[src/hdl/glce_pkg.sv]
`timescale 1ns / 1ps

package glce_pkg;

    localparam int SYM_BITS      = 8;
    localparam int CODE_BITS     = 12;
    localparam int FREE_BITS     = CODE_BITS + 1;
    localparam int WIDTH_BITS    = 4;
    localparam int ADDR_BITS     = CODE_BITS + SYM_BITS;
    localparam int DICT_DEPTH    = 1 << ADDR_BITS;
    localparam int EPOCH_BITS    = 8;
    localparam int BYTE_BITS     = 8;

    localparam int CODE_LIMIT    = 1 << CODE_BITS;
    localparam int CLEAR_CODE    = 1 << SYM_BITS;
    localparam int END_CODE      = CLEAR_CODE + 1;
    localparam int FIRST_FREE    = CLEAR_CODE + 2;
    localparam int INIT_WIDTH    = SYM_BITS + 1;

    // up to four codes leave the dictionary stage for one item
    localparam int PUSH_MAX      = 4;
    localparam int PUSH_IDX_BITS = 2;
    localparam int PUSH_CNT_BITS = 3;

    localparam int FIFO_DEPTH    = 8;
    localparam int FIFO_PTR_BITS = 3;
    localparam int FIFO_CNT_BITS = FIFO_PTR_BITS + 1;

    // bit buffer holds at most seven leftover bits plus one code
    localparam int PACK_BITS     = BYTE_BITS - 1 + CODE_BITS;
    localparam int PACK_CNT_BITS = 5;

    typedef struct packed {
        logic [7:0] pixel_index;
        logic       last_pixel;
    } t_in_item;

    typedef struct packed {
        logic [7:0] out_byte;
        logic       image_end;
    } t_out_item;

    typedef struct packed {
        logic                  last_code;
        logic [WIDTH_BITS-1:0] width;
        logic [CODE_BITS-1:0]  code;
    } t_code_item;

    typedef struct packed {
        logic [PUSH_CNT_BITS-1:0]          count;
        t_code_item [PUSH_MAX-1:0]         item;
    } t_push;

    typedef struct packed {
        logic [EPOCH_BITS-1:0] epoch;
        logic [CODE_BITS-1:0]  code;
    } t_dict_word;

endpackage

[src/hdl/glce_packer.sv]
`timescale 1ns / 1ps

module glce_packer (
    input  logic               i_clk,
    input  logic               i_rst_n,
    input  glce_pkg::t_push    i_push,
    output logic               o_room,
    output logic               o_out_valid,
    input  logic               i_out_ready,
    output glce_pkg::t_out_item o_out
);

    glce_pkg::t_code_item r_fifo [glce_pkg::FIFO_DEPTH];

    logic [glce_pkg::FIFO_PTR_BITS-1:0] r_wptr, n_wptr;
    logic [glce_pkg::FIFO_PTR_BITS-1:0] r_rptr, n_rptr;
    logic [glce_pkg::FIFO_CNT_BITS-1:0] r_count, n_count;
    logic [glce_pkg::PACK_BITS-1:0]     r_pbits, n_pbits;
    logic [glce_pkg::PACK_CNT_BITS-1:0] r_pcnt, n_pcnt;
    logic                               r_flush, n_flush;
    logic                               r_ovalid, n_ovalid;
    glce_pkg::t_out_item                r_out, n_out;

    glce_pkg::t_code_item               head;
    logic [glce_pkg::CODE_BITS-1:0]     code_mask;
    logic [glce_pkg::PACK_BITS-1:0]     base_bits;
    logic [glce_pkg::PACK_CNT_BITS-1:0] base_cnt;
    logic                               out_free;
    logic                               emit_full;
    logic                               emit_part;
    logic                               end_byte;
    logic                               pop;

    assign o_room      = r_count <= glce_pkg::FIFO_CNT_BITS'(glce_pkg::FIFO_DEPTH
                                                            - glce_pkg::PUSH_MAX);
    assign o_out_valid = r_ovalid;
    assign o_out       = r_out;

    assign head      = r_fifo[r_rptr];
    assign code_mask = glce_pkg::CODE_BITS'(
                           (glce_pkg::FREE_BITS'(1) << head.width) - glce_pkg::FREE_BITS'(1));

    always_comb begin
        out_free  = !r_ovalid || i_out_ready;
        emit_full = (r_pcnt >= glce_pkg::PACK_CNT_BITS'(glce_pkg::BYTE_BITS)) && out_free;
        // end of image: the leftover bits go out as a partial byte
        emit_part = r_flush && (r_pcnt < glce_pkg::PACK_CNT_BITS'(glce_pkg::BYTE_BITS))
                    && (r_pcnt != '0) && out_free;
        end_byte  = r_flush && (emit_part || (emit_full &&
                    r_pcnt == glce_pkg::PACK_CNT_BITS'(glce_pkg::BYTE_BITS)));

        if (emit_full) begin
            base_bits = r_pbits >> glce_pkg::BYTE_BITS;
            base_cnt  = r_pcnt - glce_pkg::PACK_CNT_BITS'(glce_pkg::BYTE_BITS);
        end else begin
            base_bits = r_pbits;
            base_cnt  = r_pcnt;
        end

        pop = !r_flush && (base_cnt < glce_pkg::PACK_CNT_BITS'(glce_pkg::BYTE_BITS))
              && (r_count != '0);

        if (emit_part) begin
            n_pbits = '0;
            n_pcnt  = '0;
        end else if (pop) begin
            n_pbits = base_bits | (glce_pkg::PACK_BITS'(head.code & code_mask) << base_cnt);
            n_pcnt  = base_cnt + glce_pkg::PACK_CNT_BITS'(head.width);
        end else begin
            n_pbits = base_bits;
            n_pcnt  = base_cnt;
        end

        if (pop) begin
            n_flush = head.last_code;
        end else if (end_byte) begin
            n_flush = 1'b0;
        end else begin
            n_flush = r_flush;
        end

        n_rptr  = pop ? r_rptr + glce_pkg::FIFO_PTR_BITS'(1) : r_rptr;
        n_wptr  = r_wptr + glce_pkg::FIFO_PTR_BITS'(i_push.count);
        n_count = r_count + glce_pkg::FIFO_CNT_BITS'(i_push.count)
                  - glce_pkg::FIFO_CNT_BITS'(pop);

        n_out = r_out;
        if (emit_full || emit_part) begin
            n_ovalid        = 1'b1;
            n_out.out_byte  = r_pbits[glce_pkg::BYTE_BITS-1:0];
            n_out.image_end = end_byte;
        end else if (i_out_ready) begin
            n_ovalid = 1'b0;
        end else begin
            n_ovalid = r_ovalid;
        end
    end

    always_ff @(posedge i_clk) begin
        for (int k = 0; k < glce_pkg::PUSH_MAX; k++) begin
            if (glce_pkg::PUSH_CNT_BITS'(k) < i_push.count) begin
                r_fifo[r_wptr + glce_pkg::FIFO_PTR_BITS'(k)] <= i_push.item[k];
            end
        end
    end

    always_ff @(posedge i_clk) begin
        r_out   <= n_out;
        if (!i_rst_n) begin
            r_wptr   <= '0;
            r_rptr   <= '0;
            r_count  <= '0;
            r_pbits  <= '0;
            r_pcnt   <= '0;
            r_flush  <= 1'b0;
            r_ovalid <= 1'b0;
        end else begin
            r_wptr   <= n_wptr;
            r_rptr   <= n_rptr;
            r_count  <= n_count;
            r_pbits  <= n_pbits;
            r_pcnt   <= n_pcnt;
            r_flush  <= n_flush;
            r_ovalid <= n_ovalid;
        end
    end

endmodule

[config.mk]
export PLATFORM = sky130hd
export DESIGN_NAME = glce_packer
export DESIGN_NICKNAME = d
export VERILOG_FILES = /design/src/hdl/glce_pkg.sv /design/src/hdl/glce_packer.sv
export SDC_FILE = /design/constraint.sdc
export NUM_CORES = 1
export LEC_CHECK = 0
export ABC_AREA = 1
export BUFFER_PORTS_ARGS = -buffer_cell sky130_fd_sc_hd__buf_2
export CAP_MARGIN = 20
export CORE_MARGIN = 2
export CORE_UTILIZATION = 50
export CTS_BUF_LIST = sky130_fd_sc_hd__clkbuf_8
export DETAILED_ROUTE_END_ITERATION = 10
export PLACE_DENSITY = 0.65
export SLEW_MARGIN = 10
export SYNTH_ARGS = -nofsm -noshare
export SYNTH_HDL_FRONTEND = slang
export SYNTH_SLANG_ARGS = --single-unit
[constraint.sdc]
create_clock -name i_clk -period 4.2 [get_ports i_clk]
set_input_delay 1.05 -clock i_clk [delete_from_list [all_inputs] [get_ports i_clk]]
set_output_delay 1.05 -clock i_clk [all_outputs]
set_load 0.01 [all_outputs]
After elaboration in Yosys (flattened, before gate mapping)

Memory sizes are Yosys's and may differ from the RTL's. A register that Yosys moved wholly into a read port is not among the register bits.
Index checks and enable logic that the tools add are counted.
Widths: inputs -> output; s select.

Shift-type cells: 2
Equality and inequality tests: 1
Reductions and logical operators: 18
Bitwise operators: 3
$lt $le $gt $ge: 8
$add $sub $neg: 10
Mux-type cells: 18

Operator list:

| cell                  | count |
|---|---|
| $mux 19               | 2 |
| $or 19x19->19         | 1 |
| $shl 12x5->19         | 1 |
| $and 12x12->12        | 1 |
| $mux 1                | 12 |
| $shl 1x4->12 const A  | 1 |
| $sub 12x2->12 const B | 1 |
| $lt 5x4->1 const B    | 2 |
| $mux 5                | 2 |
| $logic_and 1x1->1     | 8 |
| $add 3x1->3 const B   | 2 |
| $add 3x2->3 const B   | 2 |
| $lt 1x3->1 const A    | 2 |
| $lt 2x3->1 const A    | 2 |
| $mux 3                | 2 |
| $add 5x4->5           | 1 |
| $eq 5x4->1 const B    | 1 |
| $ge 5x4->1 const B    | 1 |
| $reduce_bool 5->1     | 1 |
| $sub 5x4->5 const B   | 1 |
| $add 4x3->4           | 1 |
| $le 4x3->1 const B    | 1 |
| $reduce_bool 2->1     | 2 |
| $reduce_bool 4->1     | 1 |
| other kinds (6)       | 9 |

Output and inout port bits: 11
Memories kept: 1
Bits in registers: 45
Word-level logic and storage cells: 70
Bits in writable memories: 136

Memories:

| name   | depth | bits a word | read ports | clocked after memory_dff | write ports | RTL line          | text |
|---|---|---|---|---|---|---|---|
| r_fifo | 8     | 17          | 1          | 1                        | 4           | glce_packer.sv:13 | `glce_pkg::t_code_item r_fifo [glce_pkg::FIFO_DEPTH];` |

Depth between registers and ports, before layout

Word-level depth: 9
Mapped depth: 22
Depth with buffers taken out: 20

Least setup slack after synthesis

OpenSTA, ideal clock, no wires.

Kind: input port to flip-flop
Start point: input port i_out_ready
End point: register r_count[2] (netlist bit)
Setup time: 0.118 ns
Path buffers: 2
Setup slack: 0.724 ns
Stages: 18
Arrival: 3.358 ns
Required time: 4.082 ns
Path through: nor2_1 -> or2_2 -> nand2_4 -> xor2_2 -> inv_2 -> nand2_1 -> inv_2 -> nand2_2 -> buf_6 -> inv_2 -> buf_4 -> ha_1 -> inv_1 -> ha_1 -> inv_1 -> fa_1 -> xor2_1 -> nor2_1

Cells in the longest elaborated chain, start to end: 7

RTL lines:

| item                 | RTL line           | text |
|---|---|---|
| start, declared      | glce_packer.sv:9   | `input logic i_out_ready,` |
| $logic_or 1x1->1     | glce_packer.sv:44  | `out_free = !r_ovalid \|\| i_out_ready;` |
| $logic_and 1x1->1    | glce_packer.sv:45  | `emit_full = (r_pcnt >= glce_pkg::PACK_CNT_BITS'(glce_pkg::BYTE_BITS)) && out_free;` |
| $mux 5               | glce_packer.sv:52  | `if (emit_full) begin` |
| $lt 5x4->1           | glce_packer.sv:60  | `pop = !r_flush && (base_cnt < glce_pkg::PACK_CNT_BITS'(glce_pkg::BYTE_BITS))` |
| $logic_and 1x1->1    | glce_packer.sv:60  |  |
| $logic_and 1x1->1    | glce_packer.sv:61  | `&& (r_count != '0);` |
| named net pop        | glce_packer.sv:32  | `logic pop;` |
| $sub 4x1->4          | glce_packer.sv:85  | `- glce_pkg::FIFO_CNT_BITS'(pop);` |
| end signal, assigned | glce_packer.sv:120 | `r_count <= n_count;` |
| end, declared        | glce_packer.sv:17  | `logic [glce_pkg::FIFO_CNT_BITS-1:0] r_count, n_count;` |

The timed path passes the listed nets, and every way through them passes these cells.
A chain may end at the register's enable or synchronous reset.

Worst setup path in the final report

Start point: register r_pcnt[0] (netlist bit)
End point: register r_count[2] (netlist bit)

Cells in the longest elaborated chain, start to end: 7
Elaborated cells between the ends (all ways): 8
Classes of those cells: 2 x add/sub; 2 x order compare; 1 x mux; 3 x reduce/logical

RTL lines:

| item                   | RTL line           | text |
|---|---|---|
| start, declared        | glce_packer.sv:19  | `logic [glce_pkg::PACK_CNT_BITS-1:0] r_pcnt, n_pcnt;` |
| start signal, assigned | glce_packer.sv:122 | `r_pcnt <= n_pcnt;` |
| $ge 5x4->1             | glce_packer.sv:45  |  |
| $logic_and 1x1->1      | glce_packer.sv:45  |  |
| $mux 5 *               | glce_packer.sv:52  |  |
| $lt 5x4->1 *           | glce_packer.sv:60  |  |
| $logic_and 1x1->1 *    | glce_packer.sv:60  |  |
| $logic_and 1x1->1 *    | glce_packer.sv:61  |  |
| $sub 4x1->4 *          | glce_packer.sv:85  |  |

Mark *: on every way between the ends. The rest lies on a longest branch, timed or not.

==> flow_summary_export.csv <==
group,metric,value,unit
routing,drtAntennaViolNets,0,
routing,drtIter0Drc,1548,
placement,io_buffers,84,
sta,finalHoldViolCount,0,
synthesis,synth_edf_count,145,
min_path,hold_class,"flop to flop",
sta,finClkSkew,0.0187,ns
synthesis,synth.distinct_cells,44,
cts,clock_sinks,184,
setup_path,crit_fanout,17,
synthesis,async_reset_ff_frac,0,
grt,grt_max_degree,51,
cts,cts_resized,0,
synthesis,synthCells,1640,
setup_path,critical_path.startpoint_type,"flop",
floorplan,die_w,161,um
routing,drt-total-wl,42.4,mm
synthesis,syn_nets,1733,
power,pwr-share-clk,0.164,
floorplan,die-area,0.0260,mm2
setup_path,cp_data_arrival_time,3.65,ns
sta,whs,0.461,ns
sta,slew_viol_final,0,
grt,grt_first_pass_wirelength,64.4,mm
cts,clock_latency,0.49,ns
synthesis,synth_warnings,0,
sta,period_minus_slack,3.27,ns
routing,vias_per_cell,6.13,
sta,fmax,306,MHz
flow_run,maxCapViolCount,0,
cts,clk_pin_slew,0.12,ns
grt,gr-usage-all-layers,0.326,
setup_path,path_cells,"inv_1, nand3_1, inv_2, nand4_2, nand2_4, xor2_2, inv_2, nand2_1, inv_2, nand2_2, inv_2, ha_1, inv_1, ha_1, inv_1, fa_1, xor2_1, nor2_1",
synthesis,ys.flop_type,"edfxtp_1",
routing,drc,0,
sta,worst_pin_slew,0.956,ns
cts,tritoncts,"built",
sta,slew_headroom,0.362,
routing,vias,12200,
placement,gp_congestion,0.938,
cts,root_buffer,"clkbuf_8",
cts,htree_levels,4,
power,p_sw,3.53,mW
cts,ctsHoldBuffers,0,
floorplan,design.core.area,0.0243,mm2
power,vdd_drop_max,0.000334,V
cts,clockBufferDepth,2,
power,seqPwrFrac,0.370,
sta,period_share,0.779,
routing,wl_per_cell,21.4,um
sta,setup_viol,0,
grt,antenna_found_initial,1,
grt,grt_pass1_vias,11400,
cts,cts_buffers,17,
setup_path,crit_slowest_cell,"dfxtp_1",
cts,postCtsSetupBuffers,0,
synthesis,ys_seq_area_frac,0.416,
layout,layout-drive-gt1-share,0.119,
layout,area_growth,7.71,%
setup_path,required,4.58,ns
layout,fin_nets,1739,
synthesis,synth-seq-cells,184,
setup_path,cp_slowest_stage_delay,0.62,ns
floorplan,start_util,0.508,
layout,antennaDiodeCount,0,
floorplan,num_rows,57,
synthesis,syn_area,0.0124,mm2
placement,dp_hpwl,28.5,mm
floorplan,io_pins,85,
status,outcome,"completed",
routing,drtPass1Iterations,6,
power,power_density,587,mW/mm2
floorplan,fp.dieH,161,um
setup_path,critPathCaptureType,"flop",
power,pwr-share-comb,0.466,
setup_path,crit_type,"flop to flop",
sta,fin_setup_tns,0,ns
synthesis,avgSynthCellArea,7.53,um2
power,internal-power,4.27,mW
power,swShare,0.452,
sta,rsz0062_at_grt,"false",
power,p_leak,5.54,nW
setup_path,crit_top_cell,"inv_2",
grt,overflow,0,
==> power groups by stage <==
| stage | registers, mW | clock network (mW) | logic (mW) |
|---|---|---|---|
| final | 2.89 | 1.28 | 3.63 |
| after global routing | 2.94 | 1.36 | 4.04 |
| after CTS | 2.89 | 1.30 | 3.58 |
| after detailed placement | 2.93 | 0 | 3.57 |
| after global placement | 2.92 | 0 | 3.50 |
| after floorplan | 2.87 | 0 | 2.55 |
==> registers in the layout, summed over array words and instances, names as in the netlist, named ones only <==
name         count
r_flush          1
r_count          4
r_rptr           3
o_out_valid      1
r_pcnt           5
r_wptr           3
r_fifo         136
r_pbits         19
o_out            9
==> cell usage in the layout (no fill, tap or decap), types with 51 or more instances in the layout <==
cell / n
o221ai_1: 86
nand2_1: 356
buf_2: 84
o211ai_1: 51
nand3_1: 97
a31oi_1: 58
inv_1: 186
o21ai_0: 120
nor2_1: 125
edfxtp_1: 145
a21oi_1: 119
==> per-layer routing <==
metal  GRT usage  wire [um]  up-vias
met1       0.426      16700     5574
met5           0         17        -
met2       0.526      19200      776
li1            -          -     5674
met4       0.148       1780        2
met3      0.0650       4600      136
==> cells in the mapped netlist (4+ instances only) <==
| master | number | area [um2] |
|---|---|---|
| edfxtp_1 | 145 | 4350 |
| a21oi_1 | 119 | 596 |
| o22ai_1 | 9 | 56.3 |
| clkbuf_2 | 9 | 45.0 |
| nor2_1 | 127 | 477 |
| dfxtp_1 | 39 | 781 |
| inv_1 | 186 | 698 |
| buf_1 | 5 | 18.8 |
| nand3_1 | 97 | 485 |
| nand4_1 | 10 | 62.6 |
| nor3_1 | 8 | 40.0 |
| nand2_1 | 356 | 1340 |
| o21ai_0 | 120 | 601 |
| o211ai_1 | 51 | 383 |
| o21ai_1 | 4 | 20.0 |
| buf_2 | 25 | 125 |
| o221ai_1 | 86 | 753 |
| inv_2 | 11 | 41.3 |
| nand2_2 | 8 | 50.1 |
| ha_1 | 16 | 200 |
| xor2_1 | 5 | 43.8 |
| clkinv_1 | 11 | 41.3 |
| clkbuf_1 | 84 | 315 |
| buf_4 | 17 | 128 |
| a31oi_1 | 58 | 363 |
==> area by class of cell <==
class	count	area [um2]
multi-input combinational	1106	5790
tap	324	405
clock buffer	17	234
sequential	184	5140
inverter	208	781
timing repair buffer	129	758
fill	2314	11000
clock inverter	15	196
==> final timing paths <==
kind	from	depth (start not counted)	endpoint	slack (ns)
worst max-delay path	r_pcnt[0]	18	r_count[2]	0.93
worst min-delay path	r_pbits[3]	0	o_out[4]	0.46
worst max register to register	r_pcnt[0]	18	r_count[2]	0.93
worst min register to register	r_pbits[3]	0	o_out[4]	0.46
==> worst max-delay path, delay by kind of cell, from the launching register on <==
kind | cells | cell delay, ns
adder cells (fa/ha/maj) | 3 | 0.82
buffers and inverters | 7 | 0.82
flip-flops | 1 | 0.62
AND/OR/NAND/NOR | 6 | 0.57
XOR/XNOR | 2 | 0.34
==> cells by family after synthesis <==
kind of cell	share of synthesized area
and+or+nand+nor	0.207
AOI/OAI and AO/OA	0.233
buffers and inverters	0.116
DFF	0.416
adders and majority gates	0.0211
xor gates and xnor gates	0.00699
==> through the flow <==
step,area [um2],power [mW],instances,util,worst slack [ns]
floorplan,12400,5.42,1640,-,0.724
global placement,12900,6.43,1951,0.529,0.656
detailed placement,12900,6.50,1951,0.529,0.618
CTS,13300,7.77,1983,0.547,0.930
global route,13300,8.34,1983,0.547,0.653
finish,13300,7.81,1983,0.547,0.928
(Power assumes the default switching activity.)
